==> src/design/assert_macros.svh <==
// Concurrent assertion helpers, compiled out for synthesis.
`ifndef ASSERT_MACROS_SVH
`define ASSERT_MACROS_SVH

`ifndef SYNTHESIS

// check on every edge outside reset
`define LWOC_ASSERT(lbl, prop, msg) \
  lbl: assert property (@(posedge clk) disable iff (rst) prop) else $error(msg);

// check on every edge, reset included
`define LWOC_ASSERT_ALWAYS(lbl, prop, msg) \
  lbl: assert property (@(posedge clk) prop) else $error(msg);

`else

`define LWOC_ASSERT(lbl, prop, msg)
`define LWOC_ASSERT_ALWAYS(lbl, prop, msg)

`endif

`endif

==> src/design/lwoc_pkg.sv <==
`timescale 1ns / 1ps

package lwoc_pkg;

  localparam int SLOTS  = 8;
  localparam int SLOT_W = (SLOTS > 1) ? $clog2(SLOTS) : 1;

  localparam logic [1:0] MODE_READ  = 2'd0;
  localparam logic [1:0] MODE_WRITE = 2'd1;
  localparam logic [1:0] MODE_SYNC  = 2'd2;

  typedef struct packed {
    logic [1:0]  mode;
    logic [31:0] object_id;
  } in_t;

  typedef struct packed {
    logic [5:0]  slot;
    logic        hit;
    logic        fetch;
    logic        writeback;
    logic [31:0] writeback_id;
    logic        last;
  } out_t;

  typedef struct packed {
    logic [31:0] tag;
    logic [31:0] stamp;
  } entry_t;

  typedef struct packed {
    logic              we;
    logic [SLOT_W-1:0] waddr;
    entry_t            wdata;
    logic [SLOT_W-1:0] raddr;
  } mem_req_t;

  typedef enum logic [2:0] {
    ST_IDLE,
    ST_ACC_SCAN,
    ST_ACC_LAST,
    ST_ACC_WR,
    ST_SYNC_FIND,
    ST_SYNC_EMIT
  } state_t;

endpackage

==> src/design/lwoc_mem.sv <==
`timescale 1ns / 1ps

module lwoc_mem (
  input  logic              clk,
  input  lwoc_pkg::mem_req_t req,
  output lwoc_pkg::entry_t  rdata
);
  import lwoc_pkg::*;

  entry_t mem [SLOTS];

  always_ff @(posedge clk) begin
    if (req.we) begin
      mem[req.waddr] <= req.wdata;
    end
    rdata <= mem[req.raddr];
  end

endmodule

==> src/design/lwoc_ctrl.sv <==
`timescale 1ns / 1ps

module lwoc_ctrl (
  input  logic               clk,
  input  logic               rst,
  input  logic               in_valid,
  input  lwoc_pkg::in_t      in_data,
  output logic               in_stall,
  output logic               res_valid,
  output lwoc_pkg::out_t     res,
  input  logic               res_ready,
  output lwoc_pkg::mem_req_t mem_req,
  input  lwoc_pkg::entry_t   rdata
);
  import lwoc_pkg::*;

  localparam logic [SLOT_W-1:0] LAST_IDX = SLOT_W'(SLOTS - 1);

  state_t state, state_next;

  logic              is_write;
  logic [31:0]       id;
  logic [SLOT_W-1:0] ptr;
  logic              ev;
  logic [SLOT_W-1:0] ev_idx;
  logic              hit_found;
  logic [SLOT_W-1:0] hit_idx;
  logic [SLOT_W-1:0] min_idx;
  logic [31:0]       min_stamp;
  logic [31:0]       min_tag;
  logic [SLOTS-1:0]  valid;
  logic [SLOTS-1:0]  dirty;
  logic [31:0]       next_stamp;

  logic [SLOTS-1:0]  vd;
  logic [SLOTS-1:0]  vd_rest;
  logic [SLOT_W-1:0] first_vd;
  logic [SLOT_W-1:0] first_free;
  logic              any_free;
  logic [SLOT_W-1:0] use_idx;
  logic              victim_wb;

  always_comb begin
    vd         = valid & dirty;
    vd_rest    = vd & ~(SLOTS'(1) << ptr);
    any_free   = ~&valid;
    first_vd   = '0;
    first_free = '0;
    for (int i = SLOTS - 1; i >= 0; i--) begin
      if (vd[i]) begin
        first_vd = SLOT_W'(i);
      end
      if (!valid[i]) begin
        first_free = SLOT_W'(i);
      end
    end
    if (hit_found) begin
      use_idx = hit_idx;
    end else if (any_free) begin
      use_idx = first_free;
    end else begin
      use_idx = min_idx;
    end
    victim_wb = !hit_found && !any_free && dirty[min_idx];
  end

  always_ff @(posedge clk) begin
    if (rst) begin
      state <= ST_IDLE;
    end else begin
      state <= state_next;
    end
  end

  always_comb begin
    state_next    = state;
    in_stall      = 1'b1;
    res_valid     = 1'b0;
    res           = '0;
    mem_req       = '0;
    mem_req.raddr = ptr;
    case (state)
      ST_IDLE: begin
        in_stall = 1'b0;
        if (in_valid) begin
          if (in_data.mode inside {MODE_READ, MODE_WRITE}) begin
            state_next = ST_ACC_SCAN;
          end else if (in_data.mode == MODE_SYNC) begin
            state_next = ST_SYNC_FIND;
          end
        end
      end
      ST_ACC_SCAN: begin
        if (ptr == LAST_IDX) begin
          state_next = ST_ACC_LAST;
        end
      end
      ST_ACC_LAST: begin
        state_next = ST_ACC_WR;
      end
      ST_ACC_WR: begin
        res_valid          = 1'b1;
        res.slot           = 6'(use_idx);
        res.hit            = hit_found;
        res.fetch          = !hit_found;
        res.writeback      = victim_wb;
        res.writeback_id   = victim_wb ? min_tag : 32'd0;
        res.last           = 1'b1;
        if (res_ready) begin
          mem_req.we          = 1'b1;
          mem_req.waddr       = use_idx;
          mem_req.wdata.tag   = id;
          mem_req.wdata.stamp = next_stamp;
          state_next          = ST_IDLE;
        end
      end
      ST_SYNC_FIND: begin
        if (vd == '0) begin
          res_valid = 1'b1;
          res.last  = 1'b1;
          if (res_ready) begin
            state_next = ST_IDLE;
          end
        end else begin
          mem_req.raddr = first_vd;
          state_next    = ST_SYNC_EMIT;
        end
      end
      ST_SYNC_EMIT: begin
        res_valid        = 1'b1;
        res.slot         = 6'(ptr);
        res.writeback    = 1'b1;
        res.writeback_id = rdata.tag;
        res.last         = (vd_rest == '0);
        if (res_ready) begin
          state_next = (vd_rest == '0) ? ST_IDLE : ST_SYNC_FIND;
        end
      end
      default: begin
        state_next = ST_IDLE;
      end
    endcase
  end

  always_ff @(posedge clk) begin
    if (rst) begin
      valid      <= '0;
      dirty      <= '0;
      next_stamp <= '0;
      ev         <= 1'b0;
    end else begin
      ev <= (state == ST_ACC_SCAN);
      if (state == ST_ACC_WR && res_ready) begin
        valid[use_idx] <= 1'b1;
        dirty[use_idx] <= is_write || (hit_found && dirty[use_idx]);
        next_stamp     <= next_stamp + 32'd1;
      end
      if (state == ST_SYNC_EMIT && res_ready) begin
        dirty[ptr] <= 1'b0;
      end
    end
  end

  always_ff @(posedge clk) begin
    ev_idx <= ptr;
    if (state == ST_IDLE && in_valid) begin
      id        <= in_data.object_id;
      is_write  <= (in_data.mode == MODE_WRITE);
      ptr       <= '0;
      hit_found <= 1'b0;
    end
    if (state == ST_ACC_SCAN) begin
      ptr <= ptr + SLOT_W'(1);
    end
    if (state == ST_SYNC_FIND && vd != '0) begin
      ptr <= first_vd;
    end
    if (ev) begin
      if (valid[ev_idx] && rdata.tag == id && !hit_found) begin
        hit_found <= 1'b1;
        hit_idx   <= ev_idx;
      end
      if (ev_idx == '0 || rdata.stamp < min_stamp) begin
        min_idx   <= ev_idx;
        min_stamp <= rdata.stamp;
        min_tag   <= rdata.tag;
      end
    end
  end

endmodule

==> src/design/lru_writeback_object_cache_top.sv <==
`timescale 1ns / 1ps
// Channel  Signals                         Transfer when
// -------  ------------------------------  ------------------------
// input    in_valid, in_stall, in_data     in_valid && !in_stall
// output   out_valid, out_stall, out_data  out_valid && !out_stall
//
// Read/write access: an accept state, a scan of the tag/stamp memory that reads
// one entry a cycle, a state for the last read to return, and a result state.
// Sync: an accept state, then a find state and a memory read state per dirty
// slot written back, or the empty result from the find state when nothing is
// dirty.
// Reset clears valid and dirty bits and the stamp counter; no clearing pass.
// A stalled output holds the control unit in its result state; the next item
// is taken once the previous result has moved into the output register.
`include "assert_macros.svh"

module lru_writeback_object_cache_top (
  input  logic           clk,
  input  logic           rst,
  input  logic           in_valid,
  output logic           in_stall,
  input  lwoc_pkg::in_t  in_data,
  output logic           out_valid,
  input  logic           out_stall,
  output lwoc_pkg::out_t out_data
);
  import lwoc_pkg::*;

  mem_req_t mem_req;
  entry_t   rdata;
  logic     res_valid;
  logic     res_ready;
  out_t     res;

  lwoc_mem u_mem (
    .clk   (clk),
    .req   (mem_req),
    .rdata (rdata)
  );

  lwoc_ctrl u_ctrl (
    .clk       (clk),
    .rst       (rst),
    .in_valid  (in_valid),
    .in_data   (in_data),
    .in_stall  (in_stall),
    .res_valid (res_valid),
    .res       (res),
    .res_ready (res_ready),
    .mem_req   (mem_req),
    .rdata     (rdata)
  );

  assign res_ready = !out_valid || !out_stall;

  always_ff @(posedge clk) begin
    if (rst) begin
      out_valid <= 1'b0;
    end else if (res_ready) begin
      out_valid <= res_valid;
    end
  end

  always_ff @(posedge clk) begin
    if (res_valid && res_ready) begin
      out_data <= res;
    end
  end

  `LWOC_ASSERT(a_hit_xor_fetch, out_valid |-> !(out_data.hit && out_data.fetch), "hit with fetch")
  `LWOC_ASSERT(a_hit_no_wb, out_valid && out_data.hit |-> !out_data.writeback, "hit evicts")
  `LWOC_ASSERT(a_nowb_last, out_valid && !out_data.writeback |-> out_data.last, "plain not last")
  `LWOC_ASSERT_ALWAYS(a_reset_idle, $past(rst) |-> !out_valid, "output valid after reset")

endmodule
==> config.mk <==
export PLATFORM = sky130hd
export DESIGN_NAME = lru_writeback_object_cache_top
export DESIGN_NICKNAME = d
export VERILOG_FILES = /design/src/design/lwoc_pkg.sv /design/src/design/lwoc_mem.sv /design/src/design/lwoc_ctrl.sv /design/src/design/lru_writeback_object_cache_top.sv
export VERILOG_INCLUDE_DIRS = /design/src /design/src/design
export SDC_FILE = /design/constraint.sdc
export NUM_CORES = 1
export LEC_CHECK = 0
export BUFFER_PORTS_ARGS = -buffer_cell sky130_fd_sc_hd__buf_2
export CAP_MARGIN = 20
export CORE_ASPECT_RATIO = 0.75
export CORE_UTILIZATION = 50
export DETAILED_ROUTE_END_ITERATION = 6
export GPL_ROUTABILITY_DRIVEN = 0
export PLACE_DENSITY = 0.73
export SKIP_LAST_GASP = 1
export SLEW_MARGIN = 20
export SYNTH_ARGS = -nofsm -noshare
export SYNTH_HDL_FRONTEND = slang
export SYNTH_SLANG_ARGS = --single-unit
export TNS_END_PERCENT = 50
==> constraint.sdc <==
create_clock -name clk -period 8.6 [get_ports clk]
set_clock_uncertainty 0.2 [all_clocks]
set_input_delay 0.86 -clock clk [delete_from_list [all_inputs] [get_ports clk]]
set_output_delay 0.86 -clock clk [all_outputs]
set_load 0.02 [all_outputs]
# ---- Word-level counts from Yosys, hierarchy flattened
# Memories as Yosys holds them, arrays and structs flattened. A register that Yosys moved wholly into a read port is not among the register bits.
# Index checks and enable logic that the tools add are counted.
dict set report word_totals {
  latchBits 0
  n_memories 1
  in_bits 38
  rom_bits 0
  reg_bits 205
  ramBits 512
  elab_cells 142
}
dict set report op_classes {
  reduce_logical 31
  n_addsub 2
  n_shift 1
  muxes 60
  div 0
  eq_ne 13
  order_cmp 7
  mul 0
  bitwise_logic 6
}
# name depth width rd rd_ports_with_merged_regs wr line
set mem_list {}
lappend mem_list {u_mem.mem 8 64 1 1 1 lwoc_mem.sv:10} ;# entry_t mem [SLOTS];
# operator count
set op_table {}
lappend op_table {{68-bit two-way mux} 2}
lappend op_table {{3-bit two-way mux} 31}
lappend op_table {{33-bit one-hot mux with 2 select lines} 1}
lappend op_table {{32-bit by 1-bit adder with 32-bit output, second input constant} 1}
lappend op_table {{32-bit == test} 1}
lappend op_table {{32-bit less-than comparator} 1}
lappend op_table {{32-bit two-way mux} 1}
lappend op_table {{8-bit bitwise AND} 3}
lappend op_table {{8-bit two-way mux} 3}
lappend op_table {{3-bit one-hot mux with 6 select lines} 1}
lappend op_table {{8-bit zero test} 2}
lappend op_table {{3-bit by 4-bit less-than comparator with 1-bit output, second input constant} 4}
lappend op_table {{8-bit NOT} 2}
lappend op_table {{1-bit logical AND} 12}
lappend op_table {{1-bit two-way mux} 12}
lappend op_table {{1-bit binary-select mux with 3-bit select} 3}
lappend op_table {{3-bit == test, second input constant} 3}
lappend op_table {{8-bit bitwise mux} 1}
lappend op_table {{8-bit bitwise OR} 1}
lappend op_table {{8-bit AND reduction} 1}
lappend op_table {{8-bit nonzero test} 1}
lappend op_table {{1-bit by 3-bit << shifter with 8-bit output, first input constant} 1}
lappend op_table {{1-bit demux with 3-bit select} 2}
lappend op_table {{3-bit by 2-bit == test with 1-bit output, second input constant} 2}
lappend op_table {{20 further kinds} 28}

# ---- Depth between registers and ports, before layout
# Gate-level depths: netlist of run 1.
dict set report depth {
  ltp_word 19
  mapped_depth 9
}

# ---- Hierarchy
# A second synthesis of run 1 with hierarchy kept.
dict set report hier_totals {
  hier_cells 1635
  area_unflattened_um2 30150.2
}
# module cells_each instances area_per_inst_um2
set modules_own_cells {}
lappend modules_own_cells {lwoc_mem 816 1 20547.2}
lappend modules_own_cells {lwoc_ctrl 772 1 8303.0}
lappend modules_own_cells {lru_writeback_object_cache_top 47 1 1300.0}

# ---- Worst setup path before layout of run 1
# No wires, ideal clock.
dict set report synth_timing {
  path_kind {input -> register}
  start {input port out_stall}
  end {register u_ctrl.dirty[2]}
  cell_stages 7
  required_ps 8306
  arrival_time_ps 8438
  setup_slack_ps -132
  path_cell_list {and2_1 -> clkbuf_1 -> nor2_2 -> nand3_1 -> nor4_1 -> o21ai_0 -> a21oi_1}
}
dict set report synth_between {
  elab_chain_len 7
  elab_cells_between_ends 8
  classes_between {mux (3); bitwise (1); reduce/logical (4)}
}
# element line
set synth_lines {}
lappend synth_lines {{start: declaration} lru_writeback_object_cache_top.sv:24} ;# input logic out_stall,
lappend synth_lines {{1-bit zero test (*)} lru_writeback_object_cache_top.sv:54} ;# assign res_ready = !out_valid || !out_stall;
lappend synth_lines {{1-bit logical OR (*)} lru_writeback_object_cache_top.sv:54}
lappend synth_lines {{1-bit logical AND} lwoc_ctrl.sv:153} ;# if (state == ST_ACC_WR && res_ready) begin
lappend synth_lines {{8-bit two-way mux} lwoc_ctrl.sv:153}
lappend synth_lines {{8-bit two-way mux} lwoc_ctrl.sv:146} ;# if (rst) begin
lappend synth_lines {{8-bit bitwise AND (no line)} n/a}
lappend synth_lines {{8-bit two-way mux (*)} lwoc_ctrl.sv:158} ;# if (state == ST_SYNC_EMIT && res_ready) begin
lappend synth_lines {{end signal: indexed assignment} lwoc_ctrl.sv:155} ;# dirty[use_idx] <= is_write || (hit_found && dirty[use_idx]);
lappend synth_lines {{end: declaration} lwoc_ctrl.sv:32} ;# logic [SLOTS-1:0] dirty;
# Mark *: on every way between the ends. The rest lies on a longest branch, timed or not. The select of a mux whose other input is x is not followed.
# A chain may end at the register's enable or synchronous reset.

# ---- Final worst setup path of run 1
dict set report layout_timing {
  start {register u_ctrl.state[0]}
  end {memory u_mem.mem[2][41] (netlist bit) (enable)}
}
dict set report layout_between {
  elab_chain_len 4
}
# element line
set layout_lines {}
lappend layout_lines {{start: declaration} lwoc_ctrl.sv:19} ;# state_t state, state_next;
lappend layout_lines {{start signal: assignment} lwoc_ctrl.sv:71} ;# state <= state_next;
lappend layout_lines {{3-bit by 2-bit == test with 1-bit output (*)} lwoc_ctrl.sv:82} ;# case (state)
lappend layout_lines {{68-bit two-way mux (*)} lwoc_ctrl.sv:82}
lappend layout_lines {{1-bit two-way mux} lwoc_mem.sv:13} ;# if (req.we) begin
lappend layout_lines {{1-bit two-way mux (not written as such)} lwoc_mem.sv:14} ;# mem[req.waddr] <= req.wdata;
lappend layout_lines {{end: declaration} lwoc_mem.sv:10}
# Mark *: on every way between the ends. The rest lies on a longest branch, timed or not.

==> impl_metrics.env, run 1 <==
export IMPL_synth_top_family_by_area="simple AND/OR/NAND/NOR gates"
export IMPL_final_common_cell="edfxtp_1"
export IMPL_synth_main_ff_cell="edfxtp_1"
export IMPL_post_cts_setup_buffer_count=0
export IMPL_critPathArrivalTime_ns=4.80
export IMPL_remaining_drc_errors=0
export IMPL_postRouteAntennaNets=0
export IMPL_routed_wl_um=73900
export IMPL_clock_latency_ns=0.60
export IMPL_finalSetupViolCount=0
export IMPL_r2r_start="u_ctrl.state[0]"
export IMPL_fin_crit_sh=0.556
export IMPL_drt_vias_per_instance=6.31
export IMPL_cellLeakagePower_nw=11.0
export IMPL_synth_compound_area_share=0.111
export IMPL_yosysUniqueCellTypes=69
export IMPL_fmax_mhz=209
export IMPL_dieArea_um2=63200
export IMPL_powerDensity_nw_per_um2=247
export IMPL_worstReg2RegEnd="u_mem.mem[2][41]"
export IMPL_max_stage_delay_ns=0.80
export IMPL_cts_root_buf="clkbuf_16"
export IMPL_antennaDiodeCount=0
export IMPL_worstHoldStart="u_mem.rdata[0]"
export IMPL_endpoint_kind="flip-flop"
export IMPL_ff_latch_area_um2=22200
export IMPL_maxSlewViolCount=0
export IMPL_syn_to_final_growth_pct=11.1
export IMPL_rows=78
export IMPL_synth_area_leaders="edfxtp_1 63%, dfxtp_1 7.8%, a221oi_1 7.2%"
export IMPL_synth_cells=2091
export IMPL_grt_pass1_vias=18600
export IMPL_synthArstFlopShare=0
export IMPL_cts_hold_buf=0
export IMPL_first_pass_iters=5
export IMPL_ir_worst_vdd_mv=0.184
export IMPL_start_kind="flip-flop"
export IMPL_cts_max_level=3
export IMPL_grt_overflow_total=0
export IMPL_worstSetupPathType="reg2reg"
export IMPL_ys_warn_count=0
export IMPL_slowest_stage="nor4_4"
export IMPL_drive_gt1_frac=0.115
export IMPL_fin_crit_ns=4.78
export IMPL_yosys_register_bits=778
export IMPL_synthMuxAreaShare=0.00451
export IMPL_rrSetupSlack_ns=3.82
export IMPL_vias=18900
export IMPL_drv_cap=0
export IMPL_total_power_mw=8.53
export IMPL_worstPathRequired_ns=8.62
export IMPL_die_w_um=290
export IMPL_wire_per_inst_um=24.7
export IMPL_multi_input_area_um2=8200
export IMPL_detail_route_iter0_violations=2252
export IMPL_rsz0062_at_grt="false"
export IMPL_synth_avg_cell_area_um2=14.9
export IMPL_synthAdderAreaFrac=0.0153
export IMPL_dp_hpwl_um=39300
export IMPL_io_buffers=78
export IMPL_min_to="u_ctrl.min_stamp[0]"
export IMPL_setup_tns_ns=0
export IMPL_worstRegToRegCells=8
export IMPL_hold_path_cell_count=0
export IMPL_io_pins=82
export IMPL_synth_xor_area_share=0.0161
export IMPL_hold_viol=0
export IMPL_synth_area_um2=31100
export IMPL_clock_sinks=778
export IMPL_synth_top_area_frac=0.634
export IMPL_yosysSeqAreaShare=0.712
export IMPL_worstMarginPinSlew_ns=1.16
export IMPL_grtUsageTotal=0.232
export IMPL_status="completed"
export IMPL_cts_made_buffers=71
export IMPL_synth_edff_count=657
export IMPL_cts_resized=0
export IMPL_cp_max_fo=64
export IMPL_clkTransAtPathRegs_ns=0.06
export IMPL_nNetsFinal=2209
export IMPL_max_slew_margin=0.229
export IMPL_grt_max_degree=257
export IMPL_antenna_found_initial=1
export IMPL_hold_class="reg2reg"
export IMPL_crit_chain="nand3b_1 -> buf_4 -> nor2_4 -> buf_4 -> nand3_1 -> nor4_4 -> buf_4 -> buf_4"
export IMPL_n_fill_cell=4576
export IMPL_yosys_area_top_type="edfxtp_1"
export IMPL_die_y_um=218
export IMPL_initial_core_util=0.510
export IMPL_grt_pass1_wl_um=112000
export IMPL_crit_family="buffers and inverters"
export IMPL_synth_simple_gate_area_frac=0.112
export IMPL_cts_path_max_buffers=3
export IMPL_cts_tree="yes"
export IMPL_cp_common_cell="buf_4"
export IMPL_final_cell_mix="657 x edfxtp_1, 319 x and2_1, 257 x a221oi_1"
export IMPL_coreArea_um2=61000
export IMPL_path_buf_inv=4
[final cells by class]
cell class | instances | area share
clock buffers | 105 | 0.0598
multi-input cells | 1118 | 0.237
inverters | 50 | 0.00543
well taps | 800 | 0.0290
flip-flops and latches | 778 | 0.641
clock inverters | 26 | 0.00641
repair buffers | 114 | 0.0213
[kinds of logic (layout without fill, tap and decap cells)]
family | count (synthesis) | after routing
mux | 9 | 9
flops | 778 | 778
other cells | 1 | 3
buf+inv | 197 | 295
simple gates | 586 | 586
fa+ha+maj | 38 | 38
compound gates | 425 | 425
xor+xnor | 57 | 57
[how the worst max path moves through the flow]
stage                         start                to  slack (ns)  cells past startpoint
global placement          out_stall  u_mem.mem[2][33]        3.78                      8
detailed placement        out_stall  u_mem.mem[2][45]        3.68                      8
global route        u_ctrl.state[0]  u_mem.mem[2][41]        3.62                      8
floorplan                 out_stall   u_mem.mem[4][0]       0.006                      4
finish              u_ctrl.state[0]  u_mem.mem[2][41]        3.82                      8
CTS                 u_ctrl.valid[7]   u_mem.rdata[40]        3.80                      8
[cells in the mapped netlist, drive strengths merged, types with 16 or more instances]
| cell type | number |
|---|---|
| dfxtp | 121 |
| clkbuf | 75 |
| a21o | 16 |
| nand3 | 18 |
| a221oi | 257 |
| inv | 50 |
| nor3 | 25 |
| ha | 38 |
| buf | 72 |
| a22o | 35 |
| nand4 | 16 |
| a21oi | 36 |
| xor2 | 28 |
| edfxtp | 657 |
| nor4 | 77 |
| xnor2 | 29 |
| o21ai | 34 |
| and2 | 319 |
| nor2 | 57 |
| nand2 | 31 |
[report_power, final]
part / leakage (nW) / internal [mW] / switching, mW
Combinational: 3.28 / 0.366 / 0.624
Sequential: 6.59 / 4.27 / 0.157
Clock: 1.12 / 1.77 / 1.35
[metrics by stage]
| stage | worst slack (ns) | cells | area, um2 | util | hold slack [ns] |
|---|---|---|---|---|---|
| 2_1_floorplan | 0.00613 | 2093 | 31100 | - | 0.175 |
| 3_3_place_gp | 3.78 | 2857 | 32200 | 0.528 | 0.209 |
| 3_5_place_dp | 3.68 | 2857 | 32200 | 0.528 | 0.216 |
| 4_1_cts | 3.80 | 2988 | 34500 | 0.565 | 0.202 |
| 5_1_grt | 3.62 | 2991 | 34600 | 0.567 | 0.216 |
| 6_report | 3.82 | 2991 | 34600 | 0.567 | 0.231 |
[routing by layer]
layer | part of all wire | GRT usage | up-vias
li1 | - | - | 8283
met1 | 0.43 | 0.346 | 9526
met2 | 0.45 | 0.351 | 949
met3 | 0.088 | 0.0374 | 130
met4 | 0.023 | 0.0654 | 0
met5 | 0 | 0 | -
[flip-flops by register name, indices dropped and copies added, names as in the netlist, 32 cells and up]
name	count
u_ctrl.id	32
u_ctrl.min_stamp	32
u_mem.rdata	64
out_data	39
u_mem.mem	512
u_ctrl.next_stamp	32
u_ctrl.min_tag	32
No activity file was read; power rests on OpenSTA's default activity.
==> run 2, diff against run 1 <==
==> constraint.sdc (replaced) <==
create_clock -name clk -period 3.83 [get_ports clk]
set_clock_uncertainty 0.2 [all_clocks]
set_input_delay 0.383 -clock clk [delete_from_list [all_inputs] [get_ports clk]]
set_output_delay 0.383 -clock clk [all_outputs]
set_load 0.02 [all_outputs]
==> impl_metrics.env, run 2 (synthesis results as in run 1) <==
export IMPL_fin_crit_ns=3.20
export IMPL_largest_reg_flops=512
export IMPL_switching_power_mw=4.81
export IMPL_fmax_mhz=312
export IMPL_io_buffers=78
export IMPL_power_frac_seq=0.519
export IMPL_total_power_mw=19.2
export IMPL_placed_area_um2=32700
export IMPL_rsz0062_at_grt="false"
export IMPL_hold_viol=0
export IMPL_p_int_mw=14.4
export IMPL_die_w_um=290
export IMPL_postRouteAntennaNets=0
export IMPL_finalSetupViolCount=0
export IMPL_grt_overflow_total=0
export IMPL_design_area_um2=35300
export IMPL_drive_gt1_frac=0.123
export IMPL_worstPathRequired_ns=4.08
export IMPL_worstSetupPathType="reg2reg"
export IMPL_grtUsageTotal=0.230
export IMPL_io_pins=82
export IMPL_cts_max_level=3
export IMPL_initial_core_util=0.510
export IMPL_worstMarginPinSlew_ns=1.03
export IMPL_die_y_um=218
export IMPL_cts_root_buf="clkbuf_16"
export IMPL_fin_crit_sh=0.836
export IMPL_cts_resized=0
export IMPL_grt_pass1_wl_um=111000
export IMPL_antenna_found_initial=1
export IMPL_remaining_drc_errors=0
export IMPL_endpoint_kind="flip-flop"
export IMPL_fin_util=0.579
export IMPL_routed_wl_um=73600
export IMPL_first_pass_iters=6
export IMPL_cp_max_fo=50
export IMPL_power_frac_comb=0.121
export IMPL_dp_cells=2881
export IMPL_reg_top3="u_mem.mem (512), u_mem.rdata (64), out_data (39)"
export IMPL_clock_sinks=778
export IMPL_coreArea_um2=61000
export IMPL_maxSlewViolCount=0
export IMPL_start_kind="flip-flop"
export IMPL_powerDensity_nw_per_um2=544
export IMPL_n_fill_cell=4522
export IMPL_cellLeakagePower_nw=11.2
export IMPL_final_common_cell="edfxtp_1"
export IMPL_p_clk_frac=0.360
export IMPL_status="completed"
export IMPL_nNetsFinal=2263
export IMPL_vias=18900
export IMPL_cts_tree="yes"
export IMPL_hold_class="in2reg"
export IMPL_detail_route_iter0_violations=2103
export IMPL_grt_pass1_vias=18500
export IMPL_grt_max_degree=169
export IMPL_ir_worst_vdd_mv=0.436
export IMPL_drv_cap=0
export IMPL_final_cell_mix="657 x edfxtp_1, 319 x and2_1, 257 x a221oi_1"
export IMPL_rows=78
export IMPL_antennaDiodeCount=0
export IMPL_clkTransAtPathRegs_ns=0.06
export IMPL_max_flop_register="u_mem.mem"
export IMPL_clock_latency_ns=0.60
export IMPL_dp_hpwl_um=41800
export IMPL_cts_made_buffers=69
export IMPL_cts_path_max_buffers=3
export IMPL_setup_tns_ns=0
export IMPL_max_slew_margin=0.298
export IMPL_drt_vias_per_instance=6.21
export IMPL_dieArea_um2=63200
export IMPL_wire_per_inst_um=24.2
export IMPL_instances_no_fill=3044
export IMPL_syn_to_final_growth_pct=13.6
export IMPL_critPathArrivalTime_ns=3.45
export IMPL_p_sw_frac=0.251
run 2: final cells by class:
class	count	area, um2	share of cell area
Clock buffer	97	1920	0.0544
Sequential cell	778	22200	0.627
Inverter	50	188	0.00531
Tap cell	800	1000	0.0283
Multi-Input combinational cell	1118	8250	0.234
Clock inverter	31	347	0.00981
Timing Repair Buffer	170	1470	0.0416
run 2: stage by stage:
stage	worst slack [ns]	hold slack, ns
after global placement	0.788	0.224
after detailed placement	0.649	0.224
after floorplan	-0.896	0.175
after global routing	0.452	0.0890
after CTS	0.647	0.0486
final	0.629	0.0784
run 2: worst max-delay path, cell delays in order, from the launching register on:
cell      delay, ns
dfxtp_1        0.51
or3b_4         0.49
a41oi_4        0.33
nand3_4        0.15
nand3_2        0.13
buf_4          0.65
a221oi_1       0.14
nor4_1         0.41
run 2: layer usage:
layer | vias up | wire [um] | global-route usage
met5 | - | 0 | 0
met4 | 0 | 1340 | 0.0574
met3 | 108 | 6430 | 0.0443
met2 | 965 | 33100 | 0.347
met1 | 9461 | 32700 | 0.344
li1 | 8382 | - | -
run 2: path summary, 6_finish.rpt:
kind	startpoint	end	slack [ns]	cells past startpoint
worst min register to register	u_mem.rdata[30]	u_ctrl.min_stamp[30]	0.24	0
worst min-delay path	out_stall	out_valid	0.08	3
worst max register to register	u_ctrl.state[2]	u_mem.rdata[23]	0.63	7
worst max-delay path	u_ctrl.state[2]	u_mem.rdata[23]	0.63	7
run 2: power groups by stage:
stage	clock network, mW	logic, mW	registers [mW]
floorplan	0	1.55	9.99
global placement	0	2.18	10.1
detailed placement	0	2.25	10.1
CTS	6.98	2.31	9.95
global route	7.32	2.53	9.99
finish	6.92	2.33	9.96
run 2: what timing repair did:
item,in CTS,in global routing
hold buffers,35,0
buffers inserted,0,0
hold endpoints to repair,34,0
endpoints found under the setup margin,0,0
